<file path="src/sv/itt_pkg.sv">
`default_nettype none
// ----------------------------------------------------------------------------
// Identity track table package
// Shared types and constants for the track table: transaction payloads, the
// stored entry layout, scan flags, outcome codes and controller states.
// ----------------------------------------------------------------------------
package itt_pkg;

    localparam int unsigned ID_FIELD_BYTES = 20;
    localparam int unsigned ID_W           = 8 * ID_FIELD_BYTES;
    localparam logic [31:0] TTL_RESET      = 32'd60000;

    typedef struct packed {
        logic [47:0] mac;
        logic [63:0] id_head;
        logic [63:0] id_middle;
        logic [31:0] id_tail;
        logic [31:0] now_ms;
    } itt_sighting_t;

    typedef struct packed {
        logic [3:0]  slot;
        logic [2:0]  outcome;
        logic [4:0]  expired_count;
        logic        id_known;
        logic [63:0] track_id_head;
        logic [63:0] track_id_middle;
        logic [31:0] track_id_tail;
    } itt_result_t;

    typedef struct packed {
        logic [31:0] ttl_ms;
    } itt_cfg_t;

    // One stored track; the used bit lives in flip-flops outside the memory.
    typedef struct packed {
        logic [47:0]     address;
        logic [31:0]     last_seen;
        logic [ID_W-1:0] id;
    } itt_entry_t;

    typedef struct packed {
        logic expired;
        logic addr_eq;
        logic id_eq;
        logic has_id;
        logic older;
    } itt_scan_flags_t;

    typedef enum logic [2:0] {
        OUT_ID_MATCH   = 3'd0,
        OUT_ADOPTED    = 3'd1,
        OUT_ADDR_MATCH = 3'd2,
        OUT_FREE_SLOT  = 3'd3,
        OUT_EVICTED    = 3'd4
    } itt_outcome_t;

    typedef enum logic [1:0] {
        ST_IDLE,
        ST_SCAN,
        ST_DRAIN,
        ST_DECIDE
    } itt_state_t;

endpackage

`default_nettype wire

</file>
<file path="src/sv/itt_entry_ram.sv">
`default_nettype none
// ----------------------------------------------------------------------------
// Track entry memory
// Single write port and one registered read port holding the address, the
// last-seen time and the identity of every track.
// ----------------------------------------------------------------------------
module itt_entry_ram #(
    parameter int unsigned DEPTH = 16,
    parameter int unsigned AW    = 4
) (
    input  wire logic                clk,
    input  wire logic                we,
    input  wire logic [AW-1:0]       waddr,
    input  wire itt_pkg::itt_entry_t wdata,
    input  wire logic                re,
    input  wire logic [AW-1:0]       raddr,
    output      itt_pkg::itt_entry_t rdata
);
    import itt_pkg::*;

    itt_entry_t mem [DEPTH];
    itt_entry_t rdata_reg;

    always_ff @(posedge clk)
    begin
        if (we)
        begin
            mem[waddr] <= wdata;
        end
    end

    always_ff @(posedge clk)
    begin
        if (re)
        begin
            rdata_reg <= mem[raddr];
        end
    end

    assign rdata = rdata_reg;

endmodule

`default_nettype wire

</file>
<file path="config.mk">
export PLATFORM = sky130hd
export DESIGN_NAME = itt_entry_ram
export DESIGN_NICKNAME = d
export VERILOG_FILES = /design/src/sv/itt_pkg.sv /design/src/sv/itt_entry_ram.sv
export SDC_FILE = /design/constraint.sdc
export NUM_CORES = 2
export LEC_CHECK = 0
export BUFFER_PORTS_ARGS = -buffer_cell sky130_fd_sc_hd__clkbuf_2
export CAP_MARGIN = 20
export CORE_MARGIN = 2
export CORE_UTILIZATION = 61
export DETAILED_ROUTE_END_ITERATION = 12
export PLACE_DENSITY = 0.84
export SYNTH_ARGS = -nofsm -noshare
export SYNTH_HDL_FRONTEND = slang
export SYNTH_SLANG_ARGS = --single-unit
</file>
<file path="constraint.sdc">
create_clock -name clk -period 23.9 [get_ports clk]
set_clock_uncertainty 0.15 [all_clocks]
set_input_delay 3.585 -clock clk [delete_from_list [all_inputs] [get_ports clk]]
set_output_delay 3.585 -clock clk [all_outputs]
set_load 0.02 [all_outputs]
</file>
# Word-level counts from Yosys, hierarchy flattened
# Memories as Yosys holds them, arrays and structs flattened. A register that Yosys moved wholly into a read port is not among the register bits.
# Cells that the tools add are included.
word_totals:
  regBits: 0
  ram_bits: 3840
  n_memories: 1
memory_table:
  columns: ["name", "words", "width", "rd", "rd_ports_with_merged_regs", "wr", "line_no", "source"]
  rows:
  - ["mem", 16, 240, 1, 1, 1, "itt_entry_ram.sv:21", "itt_entry_t mem [DEPTH];"]
op_classes:
  muxes: 2
op_table:
  columns: ["operator", "count"]
  rows:
  - ["$mux W1", 2]

# Logic depth before layout (Yosys ltp)
depth:
  word_depth: 2
  ltp_mapped: 7
  depth_no_buf: 3

# Worst setup path after synthesis
# Ideal clock, no wire load.
synth_timing:
  path_kind: "in2reg"
  startpoint: "input port waddr[2]"
  endpoint: "memory mem[0][0] in the netlist's numbering, enable pin"
  setup_ns: 1.138
  arrival_time_ns: 20.246
  t_required_ns: 22.612
  path_slack_ns: 2.366
  stages: 2
  path_buffers: 0
  cell_sequence: "or3b_2 > nor3_1"
synth_lines:
  columns: ["item", "line_no", "source"]
  rows:
  - ["from (decl)", "itt_entry_ram.sv:13", "input wire logic [AW-1:0] waddr,"]
  - ["to (decl)", "itt_entry_ram.sv:21", null]
# No word-level cell before the write port.

==> impl_metrics.toml <==
[critical_path]
cp.arrival_ns = 8.64
cp_data_required_time_ns = 24.44
cp_max_fo = 123
worstSetupPathType = "input pin to flip-flop"
slowest_stage = "buf_12"
cpPeakStageDelay_ns = 0.78
crit_chain = "buf_12, buf_4, buf_4, buf_12, buf_12, mux4_2, a22oi_1, nand2_1"
crit_path_end_kind = "flip-flop"
critPathBufInv = 5
worstSetupStartpointType = "input pin"
crit_family = "buffers and inverters"
crit_top_cell = "buf_12"

[grt]
grt_usage = 0.314
grt_pass1_vias = 77197
grt-ovfl-total = 0
grt_pass1_wl_mm = 558
grt_max_degree = 124
antenna_found_initial = 78

[clock_network]
cts_tree = "built"
cts_sinks = 4080
cts_resized = 0
postCtsSetupBuffers = 0
clk_latency_ns = 1.01
clkTransAtPathRegs_ns = 0.06
cts_buffer_depth = 4
htree_levels = 5
cts-hold-fix-buffers = 0
ctsRootBufferMaster = "clkbuf_16"
numCtsBuffers = 400

[route]
num_vias = 74356
post_drt_wl_per_cell_um = 36.9
dr_wl_met2_mm = 195
post-route-drc-count = 0
drt_iter0_drc = 12160
wl_met1_mm = 131
first_pass_iters = 6
routed_wl_mm = 392
routed_via_density = 6.99
met3_wirelength_mm = 48.6
top_layer = "met5"
final_antenna_net_count = 0

[sta]
final.setup.worst_slack_ns = 15.80
min_period_ns = 8.10
setup_viol = 0
rsz0062_at_grt = "false"
worstMarginPinSlew_ns = 1.20
clock.fmax_ghz = 0.123
maxSlewHeadroom = 0.202
tns_ns = 0
finalHoldViolCount = 0
fin_crit_sh = 0.339
slew_violations = 0

[layout]
layout_commonest_cell = "edfxtp_1"
fillCellCount = 13467
drive_gt1_frac = 0.304
finalNonFillerCells = 10643
largest_reg_flops = 3840
final_cell_mix = "edfxtp_1, mux4_2, clkbuf_2, clkbuf_16, a22oi_1"
design_area_um2 = 170000
nNetsFinal = 7216
area.growth.synth_to_final_pct = 12.6

[synth]
ys_seq_elements = 4080
yosys_warnings = 0
synth.yosys.seq_area_share = 0.810
yosysUniqueCellTypes = 25
avgSynthCellArea_um2 = 24.1
synth_nets = 6522
syn_inst = 6271
syn_area_um2 = 151000

[die]
core_area_um2 = 246000
die_area_um2 = 252000
die_w_um = 502
rows = 182
boundaryPins = 491
dieHeight_um = 502
initial_core_util = 0.614

[power_and_ir_drop]
powerDensity_nw_per_um2 = 87.8
p_leak_nw = 54.4
ir_drop_mv = 0.0806

[place]
routabilityCongestion = 0.761
hpwl_mm = 180
placed_cell_area_um2 = 158000
pre_cts_slack_ns = 14.80
port_buffers = 490
placed_cells = 9871

[outcome]
outcome = "finished clean"

[flow_run]
maxCapViolCount = 0

[worst_hold_path]
hold_path.class = "flip-flop to flip-flop"
==> layer usage <==
layer / GRT usage / up-vias
met5: 0 / -
met1: 0.416 / 38820
met4: 0.135 / 56
li1: - / 28430
met2: 0.506 / 6028
met3: 0.0729 / 1022
==> kinds of logic after synthesis <==
| logic type | Yosys count | share of synthesized area |
|---|---|---|
| DFF | 4080 | 0.810 |
| muxes | 1066 | 0.145 |
| AOI/OAI and AO/OA | 510 | 0.0255 |
| buffers and inverters | 336 | 0.0105 |
| and+or+nand+nor | 279 | 0.00842 |
==> synth_stat cells (all sizes together) <==
master / instances / area share
o221ai: 42 / 0.0024
a221oi: 26 / 0.0015
nand2: 174 / 0.0043
nor2b: 48 / 0.0020
clkbuf: 118 / 0.0029
o22a: 12 / 0.00070
nand2b: 30 / 0.0012
nand3: 1 / 0.000033
or3b: 1 / 0.000058
nand3b: 2 / 0.000099
nor2: 15 / 0.00039
o21ai: 30 / 0.00099
mux2i: 50 / 0.0033
buf: 218 / 0.0076
mux2: 124 / 0.0092
mux4: 892 / 0.13
or2: 1 / 0.000041
nor3: 4 / 0.00013
and2: 3 / 0.00012
a22oi: 400 / 0.020
edfxtp: 4080 / 0.81
==> stage by stage <==
| step | util | total power [W] | hold WS [ns] |
|---|---|---|---|
| floorplan | - | 0.00871 | 0.560 |
| global route | 0.691 | 0.0153 | 0.569 |
| detailed placement | 0.640 | 0.00900 | 0.579 |
| CTS | 0.691 | 0.0150 | 0.524 |
| finish | 0.692 | 0.0150 | 0.521 |
| global placement | 0.640 | 0.00895 | 0.569 |
==> final timing paths <==
check	cells after the start	to	start	slack, ns
setup / recovery	8	rdata[70]	raddr[0]	15.80
hold / removal	3	rdata[220]	mem[15][220]	0.52
setup reg to reg	3	rdata[222]	mem[0][222]	22.04
hold reg to reg	3	rdata[220]	mem[15][220]	0.52
==> report_power, final <==
| part | switching (W) | internal (W) | leakage (nW) |
|---|---|---|---|
| sequential | 0.0000757 | 0.00806 | 37.1 |
| combinational | 0.000471 | 0.000269 | 11.2 |
| clock | 0.00266 | 0.00341 | 6.04 |
| total | 0.00321 | 0.0117 | 54.4 |
==> final cells by class <==
class	count	area (um2)	share of cell area
diodes	60	150	0.000882
clock buffers	490	10500	0.0615
clock inverters	218	1870	0.0110
multi-input cells	1855	27300	0.160
flip-flops and latches	4080	123000	0.720
well taps	3312	4140	0.0243
repair buffers	628	3800	0.0223
==> worst reg2reg max path, stage by stage, from the launching register on <==
cell and delay [ns]:
edfxtp_1 0.44, mux4_2 0.50, mux2_2 0.28, o22a_1 0.22
No activity file was read; power rests on OpenSTA's default activity.
