### src/sv/itt_pkg.sv
`default_nettype none
// ----------------------------------------------------------------------------
// Identity track table package
// Shared types and constants for the track table: transaction payloads, the
// stored entry layout, scan flags, outcome codes and controller states.
// ----------------------------------------------------------------------------
package itt_pkg;

    localparam int unsigned ID_FIELD_BYTES = 20;
    localparam int unsigned ID_W           = 8 * ID_FIELD_BYTES;
    localparam logic [31:0] TTL_RESET      = 32'd60000;

    typedef struct packed {
        logic [47:0] mac;
        logic [63:0] id_head;
        logic [63:0] id_middle;
        logic [31:0] id_tail;
        logic [31:0] now_ms;
    } itt_sighting_t;

    typedef struct packed {
        logic [3:0]  slot;
        logic [2:0]  outcome;
        logic [4:0]  expired_count;
        logic        id_known;
        logic [63:0] track_id_head;
        logic [63:0] track_id_middle;
        logic [31:0] track_id_tail;
    } itt_result_t;

    typedef struct packed {
        logic [31:0] ttl_ms;
    } itt_cfg_t;

    // One stored track; the used bit lives in flip-flops outside the memory.
    typedef struct packed {
        logic [47:0]     address;
        logic [31:0]     last_seen;
        logic [ID_W-1:0] id;
    } itt_entry_t;

    typedef struct packed {
        logic expired;
        logic addr_eq;
        logic id_eq;
        logic has_id;
        logic older;
    } itt_scan_flags_t;

    typedef enum logic [2:0] {
        OUT_ID_MATCH   = 3'd0,
        OUT_ADOPTED    = 3'd1,
        OUT_ADDR_MATCH = 3'd2,
        OUT_FREE_SLOT  = 3'd3,
        OUT_EVICTED    = 3'd4
    } itt_outcome_t;

    typedef enum logic [1:0] {
        ST_IDLE,
        ST_SCAN,
        ST_DRAIN,
        ST_DECIDE
    } itt_state_t;

endpackage

`default_nettype wire

### src/sv/itt_scan_unit.sv
`default_nettype none
// ----------------------------------------------------------------------------
// Track scan unit
// Shared compare unit applied to one stored entry per cycle: lifetime check,
// address and identity match, and the last-seen comparison for eviction.
// ----------------------------------------------------------------------------
module itt_scan_unit (
    input  wire itt_pkg::itt_entry_t   entry,
    input  wire logic [47:0]           mac,
    input  wire logic [itt_pkg::ID_W-1:0] id,
    input  wire logic [31:0]           now_ms,
    input  wire logic [31:0]           ttl_ms,
    input  wire logic [31:0]           oldest_ts,
    output      itt_pkg::itt_scan_flags_t flags
);
    import itt_pkg::*;

    logic [31:0] silence;

    // Silence wraps modulo 2^32 just like the timestamp.
    assign silence = now_ms - entry.last_seen;

    always_comb
    begin
        flags.expired = silence > ttl_ms;
        flags.addr_eq = entry.address == mac;
        flags.id_eq   = entry.id == id;
        flags.has_id  = entry.id[ID_W-1 -: 8] != 8'h00;
        flags.older   = entry.last_seen < oldest_ts;
    end

endmodule

`default_nettype wire
### config.mk
export PLATFORM = sky130hd
export DESIGN_NAME = itt_scan_unit
export DESIGN_NICKNAME = d
export VERILOG_FILES = /design/src/sv/itt_pkg.sv /design/src/sv/itt_scan_unit.sv
export SDC_FILE = /design/constraint.sdc
export NUM_CORES = 1
export LEC_CHECK = 0
export BUFFER_PORTS_ARGS = -buffer_cell sky130_fd_sc_hd__buf_4
export CELL_PAD_IN_SITES_DETAIL_PLACEMENT = 0
export CELL_PAD_IN_SITES_GLOBAL_PLACEMENT = 2
export CORE_AREA = 2 2 212 214
export DETAILED_ROUTE_END_ITERATION = 8
export DIE_AREA = 0 0 214 216
export GPL_TIMING_DRIVEN = 1
export PLACE_DENSITY_LB_ADDON = 0.3
export SLEW_MARGIN = 20
export SYNTH_ARGS = -nofsm -noshare
export SYNTH_HDL_FRONTEND = slang
export SYNTH_SLANG_ARGS = --single-unit
### constraint.sdc
create_clock -name vclk -period 7.1
set_input_delay 1.775 -clock vclk [all_inputs]
set_output_delay 1.775 -clock vclk [all_outputs]
set_load 0.02 [all_outputs]
Word-level counts from Yosys, hierarchy flattened
Cells that the tools add are included.

$lt $le $gt $ge: 2. Add/subtract/negate cells: 1. Reductions and logical operators: 1. Equality and inequality tests: 2.

Operators by type and width (count): 160-bit equality test (1); 48-bit equality test (1); 32-bit > comparator (1); 32-bit < comparator (1); 32-bit subtractor (1); 8-bit nonzero test (1).

Input port bits: 544. Output and inout port bits: 5. Word-level logic and storage cells: 6. Flip-flop bits (word level): 0.

Logic depth before layout (Yosys ltp)
Word-level depth: 2. Gate-level depth with buffers: 19. Depth with buffers taken out: 19.

Worst setup path before layout
No wires, ideal clock.

Path type: input -> output. From: input port entry[174] (netlist name). To: output port flags[4] (netlist name). Slack: 0.589 ns. Data required time: 5.325 ns. Buffers on the path: 1. Data arrival time: 4.736 ns. Cell stages on the path: 17. Cell sequence: inv_1 ha_1 buf_2 a21oi_1 o21ai_1 or3_1 a21oi_1 o31a_2 o21ai_2 xor2_1 ha_1 a21o_1 a21o_1 a21oi_1 o21ai_0 a2111oi_0 a21oi_1.

RTL lines: start: declaration (RTL line itt_scan_unit.sv:8) `input wire itt_pkg::itt_entry_t entry,`; end: declaration (RTL line itt_scan_unit.sv:14) `output itt_pkg::itt_scan_flags_t flags`.

==> flow_metrics.py <==
metrics = {
    "worst_setup_path": {
        "crit_slowest_cell": "o31a_2",
        "crit_type": "input pin to primary output",
        "worstSetupEndpoint": "flags[4]",
        "setup.worst_path.start": "entry[161]",
        "path_depth": 19,
        "start_kind": "input pin",
        "path_cells": "buf_4 > inv_1 > ha_1 > nor2b_2 > o2111ai_2 > nand3b_1 > a21oi_1 > buf_4 > o31a_2 > o21ai_2 > xor2_1 > ha_1 > a21o_1 > a21o_1 > a21oi_1 > o21ai_1 > a2111oi_0 > a21oi_1 > buf_4",
        "crit_family": "compound AO/OA/AOI/OAI gates",
        "path_buf_inv": 4,
        "crit_arrival_ps": 5120,
        "required_ps": 5330,
        "cpPeakStageDelay_ps": 370,
        "worstPathMaxFanout": 2,
        "critPathCaptureType": "primary output",
    },
    "drt": {
        "drt_iter0_drc": 188,
        "dr.pass1.iters": 4,
        "vias_per_cell": 3.912,
        "drt-total-wl_mm": 37.45,
        "via_count": 7718,
        "final_antenna_net_count": 0,
        "drc_errors": 0,
        "routedWlPerCell_um": 18.98,
    },
    "logic_synthesis": {
        "netlist.area_leader.share_pct": 25.63,
        "synth.avg_cell_area_um2": 7.326,
        "seq_area_frac_synth_pct": 0,
        "synth_area_um2": 5809,
        "synth_area_leader_cell": "xor2_1",
        "synth.top_cells.by_area": "xor2_1 26%, ha_1 20%, xnor2_1 8.3%",
        "synth_cells": 793,
        "synthDistinctLibCells": 64,
        "syn_nets": 1432,
        "ys.warnings.count": 0,
    },
    "floorplan": {
        "fp.dieW_um": 214,
        "core-area_um2": 43840,
        "io-pin-count": 549,
        "die_h_um": 216,
        "start_util_pct": 13.25,
        "dieArea_um2": 46220,
        "rows": 77,
    },
    "power_and_ir_drop": {
        "cellLeakagePower_nw": 5.782,
        "seqPwrFrac_pct": 0,
        "power.switching_uw": 329.5,
        "p_comb_share_pct": 100.0,
        "switching_share_pct": 43.92,
        "ir_drop_mv": 0.02644,
        "clockPowerShare_pct": 0,
        "p_int_uw": 420.8,
        "powerDensity_nw_per_um2": 67.93,
    },
    "timing": {
        "timing.fmax_mhz": 144.9,
        "finalMaxSlewViolations": 0,
        "tightest_slew_ps": 624.3,
        "slew-limit-headroom_pct": 57.30,
        "setup_viol": 0,
        "tns_ps": 0,
        "post-route-min-period_ps": 6899,
        "period_share_pct": 97.17,
        "hold_violations": 0,
        "hold_ws_ps": 3872,
    },
    "layout": {
        "final_cells": 1973,
        "clock_buffers": 0,
        "n_fill_cell": 5010,
        "syn_to_final_growth_pct": 90.14,
        "seq_cell_count": 0,
        "design_area_um2": 11050,
        "final_core_util_pct": 25.20,
        "drive_above_1_share_pct": 45.88,
        "multi_input_area_um2": 5454,
        "register_area_um2": 0,
        "final_nets": 2012,
    },
    "placed_design": {
        "post_dp_cell_area_um2": 10890,
        "routabilityCongestion": 0.8941,
        "io_buffers": 549,
        "place_inst": 1961,
        "dp_hpwl_mm": 36.01,
    },
    "status": {
        "status": "complete, no violations",
    },
    "worst_hold_path": {
        "hold_path_class": "input pin to primary output",
        "min_from": "entry[158]",
    },
    "grt": {
        "grt_pass1_vias": 8476,
        "grt_max_degree": 10,
        "gr-total-overflow": 0,
        "antenna_found_initial": 13,
        "grt_use_total_pct": 15.35,
        "grt_first_pass_wirelength_mm": 53.08,
    },
    "clock_network": {
        "hold_buffers": 0,
    },
    "run": {
        "max_cap_violations": 0,
    },
}
[how the worst min path moves through the flow]
stage	end	slack (ps)	cells past startpoint
after floorplan	flags[1]	3720	2
after global placement	flags[1]	3880	4
after detailed placement	flags[1]	3880	4
after CTS	flags[1]	3880	4
after global routing	flags[1]	3890	4
final	flags[1]	3870	4
[layout by cell type, fill, tap and decap left out, types with 3 or more instances in the layout]
| master | synthesis | layout |
|---|---|---|
| o22ai_1 | 4 | 4 |
| buf_4 | 0 | 585 |
| nand3b_1 | 3 | 3 |
| nand4_1 | 38 | 38 |
| inv_1 | 109 | 107 |
| nand2_1 | 29 | 29 |
| o21ai_2 | 3 | 6 |
| a21oi_2 | 2 | 6 |
| and3_1 | 5 | 5 |
| ha_1 | 94 | 90 |
| nor2_2 | 0 | 3 |
| nor2b_1 | 6 | 5 |
| nor3_1 | 4 | 4 |
| a21oi_1 | 60 | 55 |
| o21a_1 | 6 | 6 |
| o21ai_0 | 15 | 9 |
| a311oi_1 | 4 | 4 |
| ha_4 | 0 | 3 |
| xnor2_1 | 55 | 55 |
| o21ai_1 | 5 | 8 |
| xor2_1 | 170 | 170 |
| nor4_1 | 46 | 46 |
| diode_2 | 0 | 10 |
| nor2_1 | 28 | 25 |
| nand2b_1 | 8 | 8 |
| a211o_1 | 3 | 3 |
| a21o_1 | 36 | 36 |
| or2_2 | 3 | 3 |
[repair_timing]
action                     4_1_cts  5_1_grt
pin swaps                        1       18
setup endpoints to repair        1        1
resized for setup                3       29
gates cloned                     0        0
buffers inserted                 0        2
[per-layer routing]
metal / up-vias / global-route usage [%] / share of wire (%)
met5: - / 0 / 0.14
met4: 8 / 2.214 / 0.39
met3: 12 / 4.426 / 7.1
met2: 235 / 30.17 / 55
met1: 3499 / 16.34 / 37
li1: 3964 / - / -
[power by group through the flow]
stage / registers, mW / logic (mW) / clock network (mW)
3_5_place_dp: 0 / 0.749 / 0
3_3_place_gp: 0 / 0.744 / 0
6_report: 0 / 0.750 / 0.000000190
4_1_cts: 0 / 0.753 / 0
5_1_grt: 0 / 0.838 / 0.000000152
2_1_floorplan: 0 / 0.351 / 0
[layout make-up]
type                            count  share of cell area [%]
Antenna cell                       10                  0.2266
Inverter                          109                   3.727
Multi-Input combinational cell    675                   49.38
Tap cell                          592                   6.706
Timing Repair Buffer              587                   39.96
[cell usage after synthesis (all sizes together), types with 5 or more instances]
cell and count:
xor2 170, nor3 5, nor2 28, o21a 6
nand2b 8, nand2 30, a21o 37, o21ai 23
inv 109, a21oi 62, and3 5, nor2b 6
xnor2 55, nand4 38, buf 5, ha 94
nor4 46
[metrics by stage]
stage / worst slack, ps / total power, mW
after floorplan: 588.8 / 0.3509
after global placement: -59.31 / 0.7444
after detailed placement: -94.81 / 0.7487
after CTS: 9.024 / 0.7527
after global routing: -9.368 / 0.8378
final: 200.9 / 0.7503
[kinds of logic (layout without fill, tap and decap cells)]
kind of cell,count (synthesis),count (layout),share of synthesized area [%]
other,0,10,0
XOR/XNOR,225,225,33.92
AO/OA/AOI/OAI,167,167,19.17
AND/OR/NAND/NOR,185,185,17.88
adder cells (fa/ha/maj),95,95,20.59
buffers and inverters,118,696,7.883
multiplexers,3,3,0.5600
(Power assumes the default switching activity.)
